$ cat src/rtl/core/pta_pkg.sv
`default_nettype none

package pta_pkg;

    localparam int TABLE_DEPTH = 64;
    localparam int IDX_W       = $clog2(TABLE_DEPTH);
    localparam int CNT_W       = $clog2(TABLE_DEPTH + 1);

    localparam int IP_W    = 32;
    localparam int PORT_W  = 16;
    localparam int TIME_W  = 32;
    localparam int CFG_W   = 16;
    localparam int SLOT_W  = 6;
    localparam int COUNT_W = 7;

    localparam logic [CFG_W-1:0] RESET_PURGE_INTERVAL = CFG_W'(60);
    localparam logic [CFG_W-1:0] RESET_ENTRY_TIMEOUT  = CFG_W'(60 * 5);

    // Register select, taken from paddr[2]
    localparam logic REG_PURGE_INTERVAL = 1'b0;
    localparam logic REG_ENTRY_TIMEOUT  = 1'b1;

    typedef enum logic [1:0] {
        MODE_FIND  = 2'd0,
        MODE_ADD   = 2'd1,
        MODE_PURGE = 2'd2,
        MODE_CLEAR = 2'd3
    } mode_t;

    typedef enum logic [1:0] {
        STATUS_DONE = 2'd0,
        STATUS_FULL = 2'd1,
        STATUS_SKIP = 2'd2
    } status_t;

    typedef enum logic [1:0] {
        ST_IDLE,
        ST_SCAN,
        ST_COMMIT,
        ST_RESP
    } state_t;

    typedef struct packed {
        logic [TIME_W-1:0] seen;
        logic [PORT_W-1:0] port;
        logic [IP_W-1:0]   ip;
    } entry_t;

    localparam int ENTRY_W = $bits(entry_t);

    typedef struct packed {
        mode_t             mode;
        logic [IP_W-1:0]   ip;
        logic [PORT_W-1:0] port;
        logic [TIME_W-1:0] now;
    } req_t;

    typedef struct packed {
        logic [CFG_W-1:0] purge_interval;
        logic [CFG_W-1:0] entry_timeout;
    } cfg_t;

    typedef struct packed {
        status_t            status;
        logic [COUNT_W-1:0] occupancy;
        logic [COUNT_W-1:0] removed;
        logic [SLOT_W-1:0]  slot;
        logic               hit;
    } res_t;

    typedef struct packed {
        logic             rd_en;
        logic [IDX_W-1:0] rd_addr;
        logic             wr_en;
        logic [IDX_W-1:0] wr_addr;
        entry_t           wr_data;
    } mem_req_t;

endpackage

`default_nettype wire

$ cat src/rtl/core/pta_engine.sv
`default_nettype none

module pta_engine
    import pta_pkg::*;
(
    input  wire logic aclk,
    input  wire logic aresetn,
    input  wire logic s_valid,
    output logic      s_ready,
    input  wire req_t req,
    input  wire cfg_t cfg,
    output mem_req_t  mem,
    input  wire entry_t rd_data,
    output logic      m_valid,
    input  wire logic m_ready,
    output res_t      m_res
);

    state_t state_reg, state_next;

    req_t                req_reg, req_next;
    logic [CNT_W-1:0]    iss_reg, iss_next;
    logic                chk_vld_reg, chk_vld_next;
    logic [IDX_W-1:0]    chk_idx_reg, chk_idx_next;
    logic                found_reg, found_next;
    logic [IDX_W-1:0]    match_reg, match_next;
    logic                free_found_reg, free_found_next;
    logic [IDX_W-1:0]    free_reg, free_next;
    logic [CNT_W-1:0]    removed_reg, removed_next;
    logic [CNT_W-1:0]    count_reg, count_next;
    logic [TIME_W-1:0]   last_purge_reg, last_purge_next;
    logic [TABLE_DEPTH-1:0] valid_reg, valid_next;
    res_t                res_reg, res_next;
    logic                m_valid_reg, m_valid_next;
    res_t                m_res_reg, m_res_next;

    logic                accept;
    logic                too_soon;
    logic                scan_done;
    logic                out_free;
    logic                entry_vld;
    logic                key_eq;
    logic [TIME_W-1:0]   age;

    assign accept    = s_valid && s_ready;
    assign too_soon  = (req.now - last_purge_reg) < TIME_W'(cfg.purge_interval);
    assign scan_done = (iss_reg == CNT_W'(TABLE_DEPTH)) && !chk_vld_reg;
    assign out_free  = !m_valid_reg || m_ready;
    assign entry_vld = valid_reg[chk_idx_reg];
    assign key_eq    = (rd_data.ip == req_reg.ip) && (rd_data.port == req_reg.port);
    assign age       = req_reg.now - rd_data.seen;

    // Next state
    always_comb begin
        state_next = state_reg;
        case (state_reg)
            ST_IDLE: begin
                if (accept) begin
                    if (req.mode == MODE_CLEAR || (req.mode == MODE_PURGE && too_soon)) begin
                        state_next = ST_RESP;
                    end else begin
                        state_next = ST_SCAN;
                    end
                end
            end
            ST_SCAN: begin
                if (scan_done) begin
                    state_next = ST_COMMIT;
                end
            end
            ST_COMMIT: state_next = ST_RESP;
            ST_RESP: begin
                if (out_free) begin
                    state_next = ST_IDLE;
                end
            end
            default: state_next = ST_IDLE;
        endcase
    end

    // Datapath and outputs
    always_comb begin
        req_next        = req_reg;
        iss_next        = iss_reg;
        chk_vld_next    = 1'b0;
        chk_idx_next    = chk_idx_reg;
        found_next      = found_reg;
        match_next      = match_reg;
        free_found_next = free_found_reg;
        free_next       = free_reg;
        removed_next    = removed_reg;
        count_next      = count_reg;
        last_purge_next = last_purge_reg;
        valid_next      = valid_reg;
        res_next        = res_reg;
        m_valid_next    = m_valid_reg && !m_ready;
        m_res_next      = m_res_reg;
        s_ready         = 1'b0;
        mem             = '0;

        case (state_reg)
            ST_IDLE: begin
                s_ready = 1'b1;
                if (accept) begin
                    req_next        = req;
                    iss_next        = '0;
                    found_next      = 1'b0;
                    free_found_next = 1'b0;
                    removed_next    = '0;
                    res_next        = '0;
                    res_next.status = STATUS_DONE;
                    if (req.mode == MODE_CLEAR) begin
                        // Drop every entry at once
                        res_next.removed = COUNT_W'(count_reg);
                        count_next       = '0;
                        valid_next       = '0;
                    end else if (req.mode == MODE_PURGE && too_soon) begin
                        res_next.status = STATUS_SKIP;
                    end
                end
            end
            ST_SCAN: begin
                // Issue reads in ascending order
                if (iss_reg != CNT_W'(TABLE_DEPTH)) begin
                    mem.rd_en    = 1'b1;
                    mem.rd_addr  = iss_reg[IDX_W-1:0];
                    iss_next     = iss_reg + 1'b1;
                    chk_vld_next = 1'b1;
                    chk_idx_next = iss_reg[IDX_W-1:0];
                end
                // Check the entry read in the previous cycle
                if (chk_vld_reg) begin
                    if (req_reg.mode == MODE_PURGE) begin
                        if (entry_vld && age > TIME_W'(cfg.entry_timeout)) begin
                            valid_next[chk_idx_reg] = 1'b0;
                            removed_next            = removed_reg + 1'b1;
                            count_next              = count_reg - 1'b1;
                        end
                    end else begin
                        if (entry_vld && key_eq && !found_reg) begin
                            found_next = 1'b1;
                            match_next = chk_idx_reg;
                        end
                        if (!entry_vld && !free_found_reg) begin
                            free_found_next = 1'b1;
                            free_next       = chk_idx_reg;
                        end
                    end
                end
            end
            ST_COMMIT: begin
                case (req_reg.mode)
                    MODE_FIND: begin
                        if (found_reg) begin
                            res_next.hit  = 1'b1;
                            res_next.slot = SLOT_W'(match_reg);
                        end
                    end
                    MODE_ADD: begin
                        mem.wr_data.ip   = req_reg.ip;
                        mem.wr_data.port = req_reg.port;
                        mem.wr_data.seen = req_reg.now;
                        if (found_reg) begin
                            // Refresh the stamp of the present key
                            mem.wr_en     = 1'b1;
                            mem.wr_addr   = match_reg;
                            res_next.hit  = 1'b1;
                            res_next.slot = SLOT_W'(match_reg);
                        end else if (free_found_reg) begin
                            mem.wr_en             = 1'b1;
                            mem.wr_addr           = free_reg;
                            valid_next[free_reg]  = 1'b1;
                            count_next            = count_reg + 1'b1;
                            res_next.slot         = SLOT_W'(free_reg);
                        end else begin
                            res_next.status = STATUS_FULL;
                        end
                    end
                    MODE_PURGE: begin
                        res_next.removed = COUNT_W'(removed_reg);
                        last_purge_next  = req_reg.now;
                    end
                    default: res_next = res_reg;
                endcase
            end
            ST_RESP: begin
                if (out_free) begin
                    m_valid_next         = 1'b1;
                    m_res_next           = res_reg;
                    m_res_next.occupancy = COUNT_W'(count_reg);
                end
            end
            default: s_ready = 1'b0;
        endcase
    end

    always_ff @(posedge aclk) begin
        if (!aresetn) begin
            state_reg      <= ST_IDLE;
            chk_vld_reg    <= 1'b0;
            count_reg      <= '0;
            last_purge_reg <= '0;
            valid_reg      <= '0;
            m_valid_reg    <= 1'b0;
        end else begin
            state_reg      <= state_next;
            chk_vld_reg    <= chk_vld_next;
            count_reg      <= count_next;
            last_purge_reg <= last_purge_next;
            valid_reg      <= valid_next;
            m_valid_reg    <= m_valid_next;
        end
    end

    always_ff @(posedge aclk) begin
        req_reg        <= req_next;
        iss_reg        <= iss_next;
        chk_idx_reg    <= chk_idx_next;
        found_reg      <= found_next;
        match_reg      <= match_next;
        free_found_reg <= free_found_next;
        free_reg       <= free_next;
        removed_reg    <= removed_next;
        res_reg        <= res_next;
        m_res_reg      <= m_res_next;
    end

    assign m_valid = m_valid_reg;
    assign m_res   = m_res_reg;

endmodule

`default_nettype wire

$ cat config.mk
export PLATFORM = sky130hd
export DESIGN_NAME = pta_engine
export DESIGN_NICKNAME = d
export VERILOG_FILES = /design/src/rtl/core/pta_pkg.sv /design/src/rtl/core/pta_engine.sv
export SDC_FILE = /design/constraint.sdc
export NUM_CORES = 1
export LEC_CHECK = 0
export ABC_AREA = 1
export BUFFER_PORTS_ARGS = -buffer_cell sky130_fd_sc_hd__clkbuf_2
export CAP_MARGIN = 20
export CORE_UTILIZATION = 55
export CTS_BUF_LIST = sky130_fd_sc_hd__clkbuf_4 sky130_fd_sc_hd__clkbuf_8 sky130_fd_sc_hd__clkbuf_16
export DETAILED_ROUTE_END_ITERATION = 10
export PLACE_DENSITY = 0.9
export SETUP_SLACK_MARGIN = 0.4
export SYNTH_ARGS = -nofsm -noshare
export SYNTH_HDL_FRONTEND = slang
export SYNTH_SLANG_ARGS = --single-unit
$ cat constraint.sdc
create_clock -name aclk -period 5 [get_ports aclk]
set_input_delay 0.25 -clock aclk [delete_from_list [all_inputs] [get_ports aclk]]
set_output_delay 0.25 -clock aclk [all_outputs]
set_load 0.05 [all_outputs]
==> flow_summary.ini <==
[floorplanning]
die_x_um = 187
core-area_sq_um = 33600
initial_utilization_pct = 56.1
die_y_um = 187
io-pin-count = 317
num_rows = 67
dieArea_sq_um = 35100

[power_and_ir_drop]
leakage_nw = 11.0
p_comb_share_pct = 48.1
internal-power_mw = 6.50
p_total_mw = 12.1
clkPwrFrac_pct = 21.2
p_sw_share_pct = 46.2
vdd_drop_max_uv = 381
pwr-share-seq_pct = 30.7
power_density_nw_per_um2 = 530
power_switching_mw = 5.58

[synthesis]
ys_warn_count = 0
synthMuxAreaShare_pct = 0
synth_fp_nets = 3110
synth_compound_area_share_pct = 12.4
synth_xor_area_share_pct = 2.69
yosysTopAreaCell = edfxtp_1
synth_most_common_cell = nand2_1
synth_fa_ha_area_share_pct = 7.28
synth_edf_count = 155
synth_top_family_by_area = simple AND/OR/NAND/NOR gates
yosysSeqAreaShare_pct = 36.0
ys_ff_latch = 262
synth_flop_cell = edfxtp_1
synthSimpleGateAreaFrac_pct = 31.3
yosys-top-cells-area = edfxtp_1 25%, nand2_1 16%, dfxtp_1 11%, inv_1 7.6%, ha_1 7.0%
synthCells = 2804
synthArstFlopShare_pct = 0
netlist_area_sq_um = 18900
avgSynthCellArea_sq_um = 6.73
synth_commonest_cells = 802 x nand2_1, 383 x inv_1, 350 x nor2_1
netlist.area_leader.share_pct = 24.7
ys_types = 47

[global_route]
antenna_found_initial = 2
grt_pass1_wl_mm = 100
grt_max_degree = 116
grt_pass1_vias = 19700
grt.total_usage_pct = 35.7
overflow = 0

[timing]
setup_tns_ns = 0
setup_violations = 0
worstMarginPinSlew_ns = 1.14
fmax_mhz = 237
whs_ns = 0.0390
slew_headroom_pct = 23.1
hold_viol = 0
min_period_ns = 4.21
finalCritPeriodShare_pct = 84.3
slew_violations = 0
skew_ns = 0.0169
rsz0062_at_grt = false

[clock_network]
clk_pin_slew_worst_paths_ns = 0.07
cts_setup_buffers = 0
cts_hold_buf = 82
cts_root_buffer = clkbuf_16
cts.sinks = 262
htree_levels = 1
numCtsBuffers = 30
cts_tree = yes
clk_latency_ns = 0.61
cts_buffer_depth = 3
cts_resized = 0

[critical_path]
start_kind = flip-flop
path_cells = inv_1, ha_1, fa_1, nor2_1, or2_1, nand3_1, nand2_1, xor2_1, ha_1, nand2_1, nor4_1, nand2_1, nand2_1, nand2_1, nand3_1, nor2_1, nand2_1, nor2_1, nand2_1, nand2_1, nand2_4, nand3_1, nor2_1
reg2reg_to = removed_reg[6]$_SDFFCE_PN0P_
crit_path_end = removed_reg[6]$_SDFFCE_PN0P_
crit_slowest_cell = nor2_1
reg2reg_depth = 23
critPathKind = reg2reg
worstPathMaxFanout = 30
worst_path_most_repeated_cell = nand2_1
cp-end-kind = flip-flop
rrSetupSlack_ns = 0.79
r2r_start = req_reg[0]$_DFFE_PP_
crit_start = req_reg[0]$_DFFE_PP_
crit_arrival_ns = 4.45
cp.required_ns = 5.24
critPathMaxStageDelay_ns = 0.44

[status]
status = complete, no violations

[drt]
drc = 0
drt-pass1-iter-count = 6
vias = 20600
final_antenna_net_count = 0
wire_per_inst_um = 17.6
vias_per_cell = 5.65
totalWireLength_mm = 63.8
drtIter0Drc = 2477

[layout]
num-nets-final = 3468
synthToLayoutAreaGrowth_pct = 20.8
seqCellArea_sq_um = 6800
multi_input_area_sq_um = 10200
final_cells = 3636
drive_above_1_share_pct = 13.6
largest_reg_flops = 82
stdcell_area_sq_um = 22800
n_fill_cell = 2778

[placed_design]
portBuffers = 316
place_inst = 3491
place_area_sq_um = 20700
dp.final_hpwl_mm = 46.1
routabilityCongestion = 1.00

[job]
maxCapViolCount = 0

[hold_path]
hold_path_class = in2reg
how the worst min path moves through the flow:
| stage | startpoint | slack, ns | endpoint | cells past startpoint |
|---|---|---|---|---|
| floorplan | req[0] | 0.35 | req_reg[0]$_DFFE_PP_ | 0 |
| detailed placement | res_reg[0]$_SDFFCE_PN0P_ | 0.40 | m_res[0]$_DFFE_PP_ | 0 |
| global placement | res_reg[8]$_DFFE_PP_ | 0.41 | m_res[8]$_DFFE_PP_ | 0 |
| global route | m_ready | 0.05 | m_valid$_SDFF_PN0_ | 4 |
| finish | m_ready | 0.04 | m_valid$_SDFF_PN0_ | 4 |
| CTS | m_ready | 0.02 | m_valid$_SDFF_PN0_ | 4 |
cells in the final DEF, fill, tap and decap left out, types with 6 or more instances in the layout:
cell type and count:
inv_2 21, buf_4 17, nor4_1 15, nand3_2 7, xnor2_1 6, nand4_1 17, nor3_1 29, a21oi_1 204
edfxtp_1 155, ha_1 103, clkbuf_2 316, o22ai_1 27, clkinv_1 6, nand2_1 802, bufinv_16 9, nand3b_1 6
a32o_1 10, clkbuf_16 30, dlygate4sd3_1 82, inv_1 382, nor2_1 349, nand3_1 200, o21ai_0 157, dfxtp_1 107
xor2_1 52
logic make-up after synthesis:
family / after synthesis
buffers and inverters: 499
adders and majority gates: 108
DFF: 262
and+or+nand+nor: 1443
xor gates and xnor gates: 58
AOI/OAI and AO/OA: 434
worst max-delay path, delay by kind of cell, from the launching register on:
| family | cells | cell delay [ns] |
|---|---|---|
| xor gates and xnor gates | 1 | 0.08 |
| DFF | 1 | 0.34 |
| and+or+nand+nor | 18 | 2.41 |
| adders and majority gates | 3 | 0.90 |
| buffers and inverters | 1 | 0.07 |
layer usage:
| metal | track usage [%] | routed length (um) |
|---|---|---|
| met1 | 43.9 | 23800 |
| met2 | 61.1 | 30200 |
| met3 | 5.25 | 6500 |
| met4 | 17.7 | 3340 |
| met5 | 0 | 0 |
power groups by stage:
stage / Clock, mW / Sequential (mW) / Combinational, mW
detailed placement: 0 / 3.71 / 5.52
global route: 2.65 / 3.77 / 6.43
global placement: 0 / 3.67 / 5.30
CTS: 2.56 / 3.67 / 5.61
finish: 2.56 / 3.71 / 5.81
floorplan: 0 / 3.57 / 4.23
through the flow:
| stage | utilization, % | setup slack, ns |
|---|---|---|
| final | 67.8 | 0.786 |
| after global routing | 67.8 | 0.482 |
| after CTS | 67.6 | 0.818 |
| after detailed placement | 61.7 | 0.837 |
| after global placement | 61.7 | 0.985 |
| after floorplan | - | 1.30 |
layout make-up:
| type | instances | share of cell area [%] |
|---|---|---|
| multi-input combinational | 2043 | 44.6 |
| sequential | 262 | 29.8 |
| timing repair buffer | 420 | 11.4 |
| inverter | 405 | 6.67 |
| clock buffer | 32 | 3.36 |
| tap | 448 | 2.46 |
| clock inverter | 24 | 1.66 |
| antenna | 2 | 0.0220 |
Power figures use the tool's default switching activity.
