==> config.mk <==
export PLATFORM = sky130hd
export DESIGN_NAME = pta_regs
export DESIGN_NICKNAME = d
export VERILOG_FILES = /design/src/rtl/core/pta_pkg.sv /design/src/rtl/core/pta_regs.sv
export SDC_FILE = /design/constraint.sdc
export NUM_CORES = 1
export LEC_CHECK = 0
export BUFFER_PORTS_ARGS = -buffer_cell sky130_fd_sc_hd__buf_4
export CAP_MARGIN = 15
export CORE_ASPECT_RATIO = 1.1
export CORE_MARGIN = 2
export CORE_UTILIZATION = 45
export DETAILED_ROUTE_END_ITERATION = 10
export PLACE_DENSITY = 0.85
export SLEW_MARGIN = 20
export SYNTH_ARGS = -nofsm -noshare
export SYNTH_HDL_FRONTEND = slang
export SYNTH_SLANG_ARGS = --single-unit
==> constraint.sdc <==
create_clock -name aclk -period 1.4 [get_ports aclk]
set_clock_uncertainty 0.15 [all_clocks]
set_input_delay 0.14 -clock aclk [delete_from_list [all_inputs] [get_ports aclk]]
set_output_delay 0.14 -clock aclk [all_outputs]
set_load 0.02 [all_outputs]
==> src/rtl/core/pta_pkg.sv <==
`default_nettype none

package pta_pkg;

    localparam int TABLE_DEPTH = 64;
    localparam int IDX_W       = $clog2(TABLE_DEPTH);
    localparam int CNT_W       = $clog2(TABLE_DEPTH + 1);

    localparam int IP_W    = 32;
    localparam int PORT_W  = 16;
    localparam int TIME_W  = 32;
    localparam int CFG_W   = 16;
    localparam int SLOT_W  = 6;
    localparam int COUNT_W = 7;

    localparam logic [CFG_W-1:0] RESET_PURGE_INTERVAL = CFG_W'(60);
    localparam logic [CFG_W-1:0] RESET_ENTRY_TIMEOUT  = CFG_W'(60 * 5);

    // Register select, taken from paddr[2]
    localparam logic REG_PURGE_INTERVAL = 1'b0;
    localparam logic REG_ENTRY_TIMEOUT  = 1'b1;

    typedef enum logic [1:0] {
        MODE_FIND  = 2'd0,
        MODE_ADD   = 2'd1,
        MODE_PURGE = 2'd2,
        MODE_CLEAR = 2'd3
    } mode_t;

    typedef enum logic [1:0] {
        STATUS_DONE = 2'd0,
        STATUS_FULL = 2'd1,
        STATUS_SKIP = 2'd2
    } status_t;

    typedef enum logic [1:0] {
        ST_IDLE,
        ST_SCAN,
        ST_COMMIT,
        ST_RESP
    } state_t;

    typedef struct packed {
        logic [TIME_W-1:0] seen;
        logic [PORT_W-1:0] port;
        logic [IP_W-1:0]   ip;
    } entry_t;

    localparam int ENTRY_W = $bits(entry_t);

    typedef struct packed {
        mode_t             mode;
        logic [IP_W-1:0]   ip;
        logic [PORT_W-1:0] port;
        logic [TIME_W-1:0] now;
    } req_t;

    typedef struct packed {
        logic [CFG_W-1:0] purge_interval;
        logic [CFG_W-1:0] entry_timeout;
    } cfg_t;

    typedef struct packed {
        status_t            status;
        logic [COUNT_W-1:0] occupancy;
        logic [COUNT_W-1:0] removed;
        logic [SLOT_W-1:0]  slot;
        logic               hit;
    } res_t;

    typedef struct packed {
        logic             rd_en;
        logic [IDX_W-1:0] rd_addr;
        logic             wr_en;
        logic [IDX_W-1:0] wr_addr;
        entry_t           wr_data;
    } mem_req_t;

endpackage

`default_nettype wire

==> src/rtl/core/pta_regs.sv <==
`default_nettype none

module pta_regs
    import pta_pkg::*;
(
    input  wire logic        aclk,
    input  wire logic        aresetn,
    input  wire logic        psel,
    input  wire logic        penable,
    input  wire logic        pwrite,
    input  wire logic [2:0]  paddr,
    input  wire logic [31:0] pwdata,
    output logic      [31:0] prdata,
    output logic             pready,
    output cfg_t             cfg
);

    cfg_t cfg_reg;
    cfg_t cfg_next;
    logic wr_stb;

    assign pready = 1'b1;
    assign wr_stb = psel && penable && pwrite;

    always_comb begin
        cfg_next = cfg_reg;
        if (wr_stb) begin
            case (paddr[2])
                REG_PURGE_INTERVAL: cfg_next.purge_interval = pwdata[CFG_W-1:0];
                REG_ENTRY_TIMEOUT:  cfg_next.entry_timeout  = pwdata[CFG_W-1:0];
                default:            cfg_next = cfg_reg;
            endcase
        end
    end

    always_ff @(posedge aclk) begin
        if (!aresetn) begin
            cfg_reg.purge_interval <= RESET_PURGE_INTERVAL;
            cfg_reg.entry_timeout  <= RESET_ENTRY_TIMEOUT;
        end else begin
            cfg_reg <= cfg_next;
        end
    end

    always_comb begin
        case (paddr[2])
            REG_PURGE_INTERVAL: prdata = 32'(cfg_reg.purge_interval);
            REG_ENTRY_TIMEOUT:  prdata = 32'(cfg_reg.entry_timeout);
            default:            prdata = '0;
        endcase
    end

    assign cfg = cfg_reg;

endmodule

`default_nettype wire

==> results by group, run 1 <==
Logic synthesis
  – Mapped Cells: 163
  – Top cell type by total area after synthesis: dfxtp_1
  – Synth top area share: 39.7%
  – Post-Synthesis Cell Area: 0.00161 mm2
  – Commonest cells in the synthesized netlist: nand2_1 (37), dfxtp_1 (32), mux2i_1 (32)
  – Most common cell in the synthesized netlist: nand2_1
  – Post-synth top flop: dfxtp_1
  – Synth top area cells: dfxtp_1 (40%), mux2i_1 (20%), mux2_2 (11%), buf_4 (8.8%), nand2_1 (8.6%)
  – Sequential area share after synthesis: 39.7%
  – Synthesized flop and latch total: 32
  – Syn. warnings: 0
  – Distinct cells, synth: 15
  – EDFF count, synth: 0
  – Mean post-synth cell area: 9.90 um2
  – Synth async-reset ratio: 0%

Critical path
  – CP Class: reg2out
  – Reg2reg path depth: 3
  – Crit. Startpoint: cfg[3]
  – WP data arrival: 1.10 ns
  – Crit-path slowest cell: dfxtp_2
  – Reg-to-Reg Start: cfg[3]
  – CP required: 1.11 ns
  – Reg2reg end: cfg[3]
  – CP Capture Type: output pin
  – Reg2Reg Setup Slack: 0.46 ns
  – Maximum fanout along the worst path: 2
  – CP startpoint kind: flop
  – Crit-path cells: mux2_2 -> buf_6
  – CP peak stage delay: 0.34 ns

Flow run
  – Max-cap violations: 0

Worst hold path
  – Worst Hold Class: in2reg
  – Hold depth: 3
  – WHS Endpoint: cfg[24]
  – Worst min-delay path startpoint: aresetn

Pwr
  – Total Power: 1.88 mW
  – Part of the power in combinational logic: 20.2%
  – Pint: 1.37 mW
  – P_sw: 0.512 mW
  – Cell Pwr Density: 744 mW/mm2
  – Clock power frac: 29.5%
  – Worst IR Drop VDD: 502 uV
  – Sequential Power Share: 50.3%
  – Sw Share: 27.2%
  – Leakage: 1.22 nW

Clock network
  – Clock transition at path regs: 0.10 ns
  – H-tree levels: 2
  – CTS tree: yes
  – CTS Buf Count: 5
  – CTS sink cnt: 32
  – Bufs on Longest Clock Path: 2
  – CTS root buf: clkbuf_4
  – Clk Latency, worst-skew pair: 0.33 ns

Placed design
  – Gp weighted congestion: 0.713
  – I/O Buffers: 69
  – Post-DP HPWL: 2.47 mm
  – Dpl cells: 273

STA
  – Setup TNS: 0 ns
  – Min Tclk post-route: 1.39 ns
  – Max-slew violations: 0
  – Fmax: 719 MHz
  – Final Hold Viols: 0
  – Final period util: 99.4%
  – Finish-stage setup viols: 0

Drt
  – Via/cell ratio: 4.55
  – WL final: 3.79 mm
  – DRT Pass-1 Iters: 4
  – Routed wire per std cell: 12.2 um
  – ANT nets after route: 0
  – DRT iter0 DRCs: 39
  – Vias: 1411
  – # DRC: 0

Final layout
  – Max reg flops: 32
  – Register Area: 674 um2
  – Post-layout util: 74.7%
  – Area grow syn2layout: 56.7%
  – Area of the multi-input gates: 840 um2
  – Number of antenna diodes: 0
  – Filler cells: 260
  – Cell Count, Final, Fillers Out: 310
  – Fraction of layout instances using a drive strength above 1: 52.7%
  – Nets: 301

Die
  – Initial Util: 47.7%
  – Number of core rows: 22
  – Die width: 61.1 um
  – CORE AREA: 0.00339 mm2
  – Die H: 66.8 um
  – Die ar.: 0.00408 mm2
  – Top Ports: 105

Global routing
  – Antenna violations before repair: 0
  – Global-route total usage across every layer: 18.7%
  – Vias in the first global route: 1228
  – Largest net degree at the start of global routing: 32
  – First-pass GRT wire length: 5.55 mm
  – GR Overflow Total: 0

Status
  – Status: completed
==> through the flow <==
step,worst slack (ns),area [um2],hold WS (ns)
after global placement,0.149,2130,0.254
after CTS,0.00445,2390,0.0286
after global routing,-0.00642,2530,0.0617
after detailed placement,0.112,2130,0.260
final,0.00862,2530,0.0409
after floorplan,0.264,1670,0.132
==> critical path, delay by kind of cell (launching register included) <==
family / cells / cell delay, ns
DFF: 1 / 0.34
buffers and inverters: 1 / 0.14
muxes: 1 / 0.28
==> what timing repair did <==
action | CTS | global route
setup endpoints to repair | 3 | 15
resized for setup | 4 | 35
endpoints found under the hold margin | 32 | 0
buffers inserted | 4 | 9
hold buffers | 16 | 0
==> cells in the final DEF, fill, tap and decap left out, drive strengths merged <==
cell type    Yosys  layout
buf             22      87
nand2           37      37
mux2i           32      32
dfxtp           32      32
conb             2      17
mux2            16      16
dlygate4sd3      0      16
nor2b           13      13
clkbuf           5       8
and4b            1       1
and4             1       1
nand4            1       1
nand4b           1       1
==> power by group through the flow <==
| stage | combinational (mW) | clock (mW) | sequential (mW) |
|---|---|---|---|
| final | 0.380 | 0.555 | 0.947 |
| after CTS | 0.360 | 0.568 | 0.945 |
| after detailed placement | 0.319 | 0 | 0.966 |
| after global routing | 0.408 | 0.602 | 0.950 |
| after floorplan | 0.203 | 0 | 0.988 |
| after global placement | 0.315 | 0 | 0.966 |
==> area by class of cell <==
cell class	instances	area share (%)
multi-input cells	119	33.2
well taps	48	2.38
flip-flops and latches	32	26.7
clock buffers	8	2.33
repair buffers	103	35.4
==> per-layer routing <==
metal / GRT usage (%) / up-vias / part of all wire [%]
li1: - / 702 / -
met1: 21.9 / 647 / 41
met2: 30.6 / 54 / 50
met3: 6.02 / 8 / 6.4
met4: 8.15 / 0 / 2.2
met5: 0 / - / 0
==> worst max path at each step <==
stage / end / slack, ns
6_report: prdata[3] / 0.009
5_1_grt: prdata[14] / -0.006
4_1_cts: prdata[3] / 0.004
2_1_floorplan: prdata[10] / 0.26
3_5_place_dp: cfg[7] / 0.11
3_3_place_gp: cfg[2] / 0.15
==> kinds of logic (layout without fill, tap and decap cells) <==
kind of cell,count (synthesis),in the layout,share of synthesized area [%]
and+or+nand+nor,54,54,17.1
muxes,48,48,31.0
DFF,32,32,39.7
buffers and inverters,27,111,11.8
other,2,17,0.465
Power figures use the tool's default switching activity.
==> run 2: changes to the inputs <==
RECOVER_POWER = 25   (was default)
==> run 2 against run 1 <==
Effect of this change: setup slack barely moved; sequential cell count did not move; largest power group unchanged; sequential power barely moved; power fell by 0.32%; routed wire length fell by 0.21%; register-to-register slack barely moved; largest cell class unchanged.
==> results by group, run 2 (synthesis gave the netlist of run 1 again) <==
Final layout
  – Number of antenna diodes: 0 (unchanged)
  – Area grow syn2layout: 55.6%
  – Commonest non-fill, non-tap cell in the layout: buf_4
  – Max reg flops: 32 (unchanged)
  – Nets: 301 (unchanged)
  – Cell Count, Final, Fillers Out: 310 (unchanged)
  – Most frequent cells in the layout: buf_4 (66), nand2_1 (37), mux2i_1 (32), dfxtp_2 (26), conb_1 (17)
  – Fraction of layout instances using a drive strength above 1: 51.9% (-0.76 points)
  – Cell area after layout: 0.00251 mm2 (-0.69%)

Global routing
  – Vias in the first global route: 1228 (unchanged)
  – Largest net degree at the start of global routing: 32 (unchanged)
  – Global-route total usage across every layer: 18.7% (unchanged)
  – GR Overflow Total: 0 (unchanged)
  – Antenna violations before repair: 0 (unchanged)
  – First-pass GRT wire length: 5.55 mm (unchanged)

Worst hold path
  – Worst Hold Class: in2reg

Critical path
  – CP startpoint kind: flop
  – Crit-path cells: mux2_2 -> buf_6
  – Top delay family on crit path: flip-flops
  – Crit-path slowest cell: dfxtp_2
  – Reg2Reg Setup Slack: 0.46 ns (about the same)
  – CP Class: reg2out
  – CP Buf/Inv Count: 1 (unchanged)
  – CP peak stage delay: 0.34 ns (about the same)
  – CP Capture Type: output pin
  – Maximum fanout along the worst path: 2 (unchanged)
  – WP data arrival: 1.10 ns (about the same)
  – CP required: 1.11 ns (about the same)

Pwr
  – Worst IR Drop VDD: 503 uV (+0.17%)
  – Cell Pwr Density: 747 mW/mm2 (+0.37%)
  – Total Power: 1.88 mW (-0.32%)
  – Leakage: 1.21 nW (-0.72%)

Clock network
  – Bufs on Longest Clock Path: 2 (unchanged)
  – Clk Latency, worst-skew pair: 0.33 ns (about the same)
  – CTS sink cnt: 32 (unchanged)
  – CTS root buf: clkbuf_4
  – CTS tree: yes
  – Clock transition at path regs: 0.10 ns (about the same)
  – H-tree levels: 2 (unchanged)
  – CTS Buf Count: 5 (unchanged)

Die
  – Initial Util: 47.7% (unchanged)
  – Number of core rows: 22 (unchanged)
  – Top Ports: 105 (unchanged)
  – CORE AREA: 0.00339 mm2 (unchanged)
  – Die H: 66.8 um (unchanged)
  – Die ar.: 0.00408 mm2 (unchanged)
  – Die width: 61.1 um (unchanged)

STA
  – Max-slew violations: 0 (unchanged)
  – Min Tclk post-route: 1.39 ns (-0.000207 ns)
  – Max-slew headroom at the worst pin: 48.2%
  – Finish-stage setup viols: 0 (unchanged)
  – Slew @ Worst Pin: 0.777 ns
  – Final period util: 99.4% (about the same)
  – Fmax: 719 MHz (about the same)
  – Final Hold Viols: 0 (unchanged)

Placed design
  – Gp weighted congestion: 0.713 (unchanged)
  – Dpl cell area: 0.00213 mm2 (unchanged)
  – Post-DP HPWL: 2.47 mm (unchanged)
  – Dpl cells: 273 (unchanged)
  – I/O Buffers: 69 (unchanged)

Drt
  – ANT nets after route: 0 (unchanged)
  – Routed wire per std cell: 12.2 um (-0.21%)
  – WL final: 3.79 mm (-0.21%)
  – DRT Pass-1 Iters: 4 (unchanged)
  – Vias: 1412 (+0.071%)
  – Via/cell ratio: 4.55 (about the same)
  – DRT iter0 DRCs: 32 (-18%)
  – # DRC: 0 (unchanged)

Status
  – Status: completed

Flow run
  – Max-cap violations: 0 (unchanged)
==> run 2: cell count changes in the layout (fill, tap and decap cells not counted) <==
cell,delta
buf_4,-6
clkbuf_4,+6
buf_12,-1
clkbuf_1,+1
dfxtp_1,+1
dfxtp_2,-1
==> run 2: repair_timing <==
action	in CTS	in global routing
setup endpoints to repair	3	15
hold endpoints to repair	32	0
buffers inserted	4	9
hold buffers	16	0
gates resized for setup	4	35
==> run 2: final cells by class <==
type / instances / area, um2
timing repair buffer: 103 / 880
fill: 263 / 875
multi-input combinational: 119 / 840
sequential: 32 / 673
tap: 48 / 60.1
clock buffer: 8 / 58.8
==> run 2: tightest hold or removal path, stage by stage <==
cell	delay, ns
buf_4	0.21
nand2_1	0.09
mux2i_1	0.05
==> run 2: worst paths after layout <==
check / to / cells past startpoint / start
setup / recovery: prdata[3] / 2 / cfg[3]
setup reg to reg: cfg[3] / 3 / cfg[3]
hold reg to reg: cfg[17] / 2 / cfg[17]
hold / removal: cfg[24] / 3 / aresetn
==> run 2: per-stage QoR <==
stage                     worst slack [ns]  utilization, %  hold slack (ns)  setup TNS (ns)
after floorplan                      0.264               -            0.132               0
after global placement               0.149            63.0            0.254               0
after detailed placement             0.112            63.0            0.260               0
after CTS                          0.00445            70.5           0.0286               0
after global routing              -0.00642            74.2           0.0617         -0.0171
final                              0.00883            74.2           0.0410               0
==> run 2: layer usage <==
layer,track usage (%),share of wire [%],up-vias
li1,-,-,702
met1,21.9,41,648
met4,8.15,2.2,0
met2,30.6,50,54
met3,6.02,6.3,8
met5,0,0,-
==> run 2: where the power goes <==
part	internal [mW]	switching, mW
Combinational	0.186	0.190
Clock	0.247	0.305
Sequential	0.933	0.0137
==> run 3: changes to the inputs <==
BUFFER_PORTS_ARGS = default   (was -buffer_cell sky130_fd_sc_hd__buf_4)
CORE_UTILIZATION = 55   (was 45)
DONT_BUFFER_PORTS = 1   (was default)
PLACE_DENSITY = 0.7   (was 0.85)
SKIP_LAST_GASP = 1   (was default)
==> run 3 against run 2 <==
Effect of this change: critical path depth grew 2; sequential cell count is the same; cell count shrank 24%; power shrank 4.9%; setup slack gained 0.0080 ns; clock power shrank 2%; sequential share of layout area grew 6.0 points; via count shrank 12%; largest cell class is now multi-input gates; sequential power grew 2.3%; routed wire length grew 8.0%; largest power group unchanged; core utilization shrank 0.38 points.
==> results by group, run 3 (synthesis gave the netlist of run 1 again) <==
Pwr
  – Leakage: 0.890 nW (-27%)
  – Clock power frac: 30.4% (+0.9 points)
  – Total Power: 1.78 mW (-4.9%)
  – Sw Share: 26.7% (-0.41 points)
  – Sequential Power Share: 54.3% (+3.8 points)
  – Worst IR Drop VDD: 714 uV (+42%)
  – P_sw: 0.477 mW (-6.3%)
  – Cell Pwr Density: 871 mW/mm2 (+17%)
  – Part of the power in combinational logic: 15.3% (-4.8 points)
  – Pint: 1.31 mW (-4.3%)

Final layout
  – Area grow syn2layout: 27.0%
  – Number of antenna diodes: 0 (unchanged)
  – Post-layout util: 73.8% (-0.38 points)
  – Commonest non-fill, non-tap cell in the layout: nand2_1
  – Max reg flops: 32 (unchanged)
  – Fraction of layout instances using a drive strength above 1: 28.9% (-23 points)
  – Cell area after layout: 0.00205 mm2 (-18%)
  – Filler cells: 213 (-19%)
  – Nets: 243 (-19%)
  – Most frequent cells in the layout: nand2_1 (37), dlygate4sd3_1 (35), mux2i_1 (32), dfxtp_2 (25), conb_1 (17)

Worst hold path
  – Worst Hold Class: in2reg

Drt
  – # DRC: 0 (unchanged)
  – Routed wire per std cell: 17.2 um (+41%)
  – DRT Pass-1 Iters: 4 (unchanged)
  – Vias: 1240 (-12%)
  – DRT iter0 DRCs: 28 (-13%)
  – Via/cell ratio: 5.23 (+15%)
  – WL final: 4.09 mm (+8.0%)
  – ANT nets after route: 0 (unchanged)

Flow run
  – Max-cap violations: 0 (unchanged)

Clock network
  – CTS Buf Count: 5 (unchanged)
  – CTS tree: yes
  – Clock transition at path regs: 0.09 ns (about the same)
  – H-tree levels: 2 (unchanged)
  – CTS root buf: clkbuf_4
  – Setup repair bufs after CTS: 0 (-4)
  – Clk Latency, worst-skew pair: 0.32 ns (about the same)
  – CTS sink cnt: 32 (unchanged)
  – Bufs on Longest Clock Path: 2 (unchanged)

Global routing
  – GR Overflow Total: 0 (unchanged)
  – Vias in the first global route: 1342 (+9.3%)
  – Global-route total usage across every layer: 24.7% (+6.0 points)
  – Largest net degree at the start of global routing: 30 (-6.3%)
  – First-pass GRT wire length: 6.19 mm (+11%)
  – Antenna violations before repair: 0 (unchanged)

Critical path
  – CP required: 1.50 ns (+0.39 ns)
  – CP Class: in2reg
  – WP data arrival: 1.48 ns (+0.38 ns)
  – Maximum fanout along the worst path: 2 (unchanged)
  – CP Capture Type: flop
  – CP startpoint kind: primary input

Die
  – Die ar.: 0.00338 mm2 (-17%)
  – Die width: 55.7 um (-8.9%)
  – Die H: 60.8 um (-9.0%)
  – Initial Util: 58.1% (+10 points)
  – Number of core rows: 20 (-9.1%)
  – CORE AREA: 0.00278 mm2 (-18%)
  – Top Ports: 105 (unchanged)

Status
  – Status: completed

Placed design
  – I/O Buffers: 0 (-100%)
  – Dpl cell area: 0.00159 mm2 (-26%)
  – Post-DP HPWL: 2.27 mm (-8.3%)
  – Gp weighted congestion: 0.728 (+2.1%)

STA
  – Final period util: 98.8% (-0.57 points)
  – Finish-stage setup viols: 0 (unchanged)
  – RSZ-0062 raised after global routing: true
  – Min Tclk post-route: 1.38 ns (-0.00797 ns)
  – Fmax: 723 MHz (+0.58%)
  – Final Hold Viols: 0 (unchanged)
  – Max-slew violations: 0 (unchanged)
## run 3: layout make-up
type	count	area (um2)	area share, %
Sequential cell	32	672	32.8
Clock buffer	8	58.8	2.87
Multi-Input combinational cell	119	840	41.0
Tap cell	33	41.3	2.01
Timing Repair Buffer	45	438	21.4
## run 3: path summary, 6_finish.rpt
| path | from | end | slack [ns] | cells past startpoint |
|---|---|---|---|---|
| setup / recovery | pwdata[12] | cfg[12] | 0.02 | 4 |
| hold / removal | aresetn | cfg[15] | 0.004 | 3 |
| setup reg to reg | cfg[17] | cfg[17] | 0.08 | 3 |
| hold reg to reg | cfg[11] | cfg[11] | 0.37 | 2 |
## run 3: critical path, stage by stage
cell and delay [ns]:
dlygate4sd3_1 0.53, nand2_1 0.08, dlygate4sd3_1 0.58, mux2i_1 0.16
## run 3: power by group through the flow
stage / Clock, mW / Combinational [mW] / Sequential, mW
floorplan: 0 / 0.203 / 0.988
global placement: 0 / 0.157 / 0.985
detailed placement: 0 / 0.163 / 0.987
CTS: 0.544 / 0.268 / 0.966
global route: 0.596 / 0.292 / 0.971
finish: 0.542 / 0.273 / 0.968
## run 3: metal layers
metal	GRT usage, %	share of wire, %	routed length, um
met1	24.3	36	1480
met2	49.3	57	2320
met3	8.74	5.6	228
met4	7.32	1.5	62
met5	0	0	0
## run 3: what timing repair did
item,CTS,global route
setup endpoints to repair,1,14
endpoints found under the hold margin,32,0
hold buffers,36,0
pin swaps,0,0
gates resized for setup,2,23
## run 3: through the flow
stage | std cells | hold slack, ns | TNS, ns | worst slack, ns
after global routing | 237 | -0.00253 | -0.000615 | -0.000615
after CTS | 237 | 0.00134 | 0 | 0.00379
after detailed placement | 193 | 0.145 | 0 | 0.355
after global placement | 193 | 0.137 | 0 | 0.375
after floorplan | 178 | 0.132 | 0 | 0.264
final | 237 | 0.00377 | 0 | 0.0168
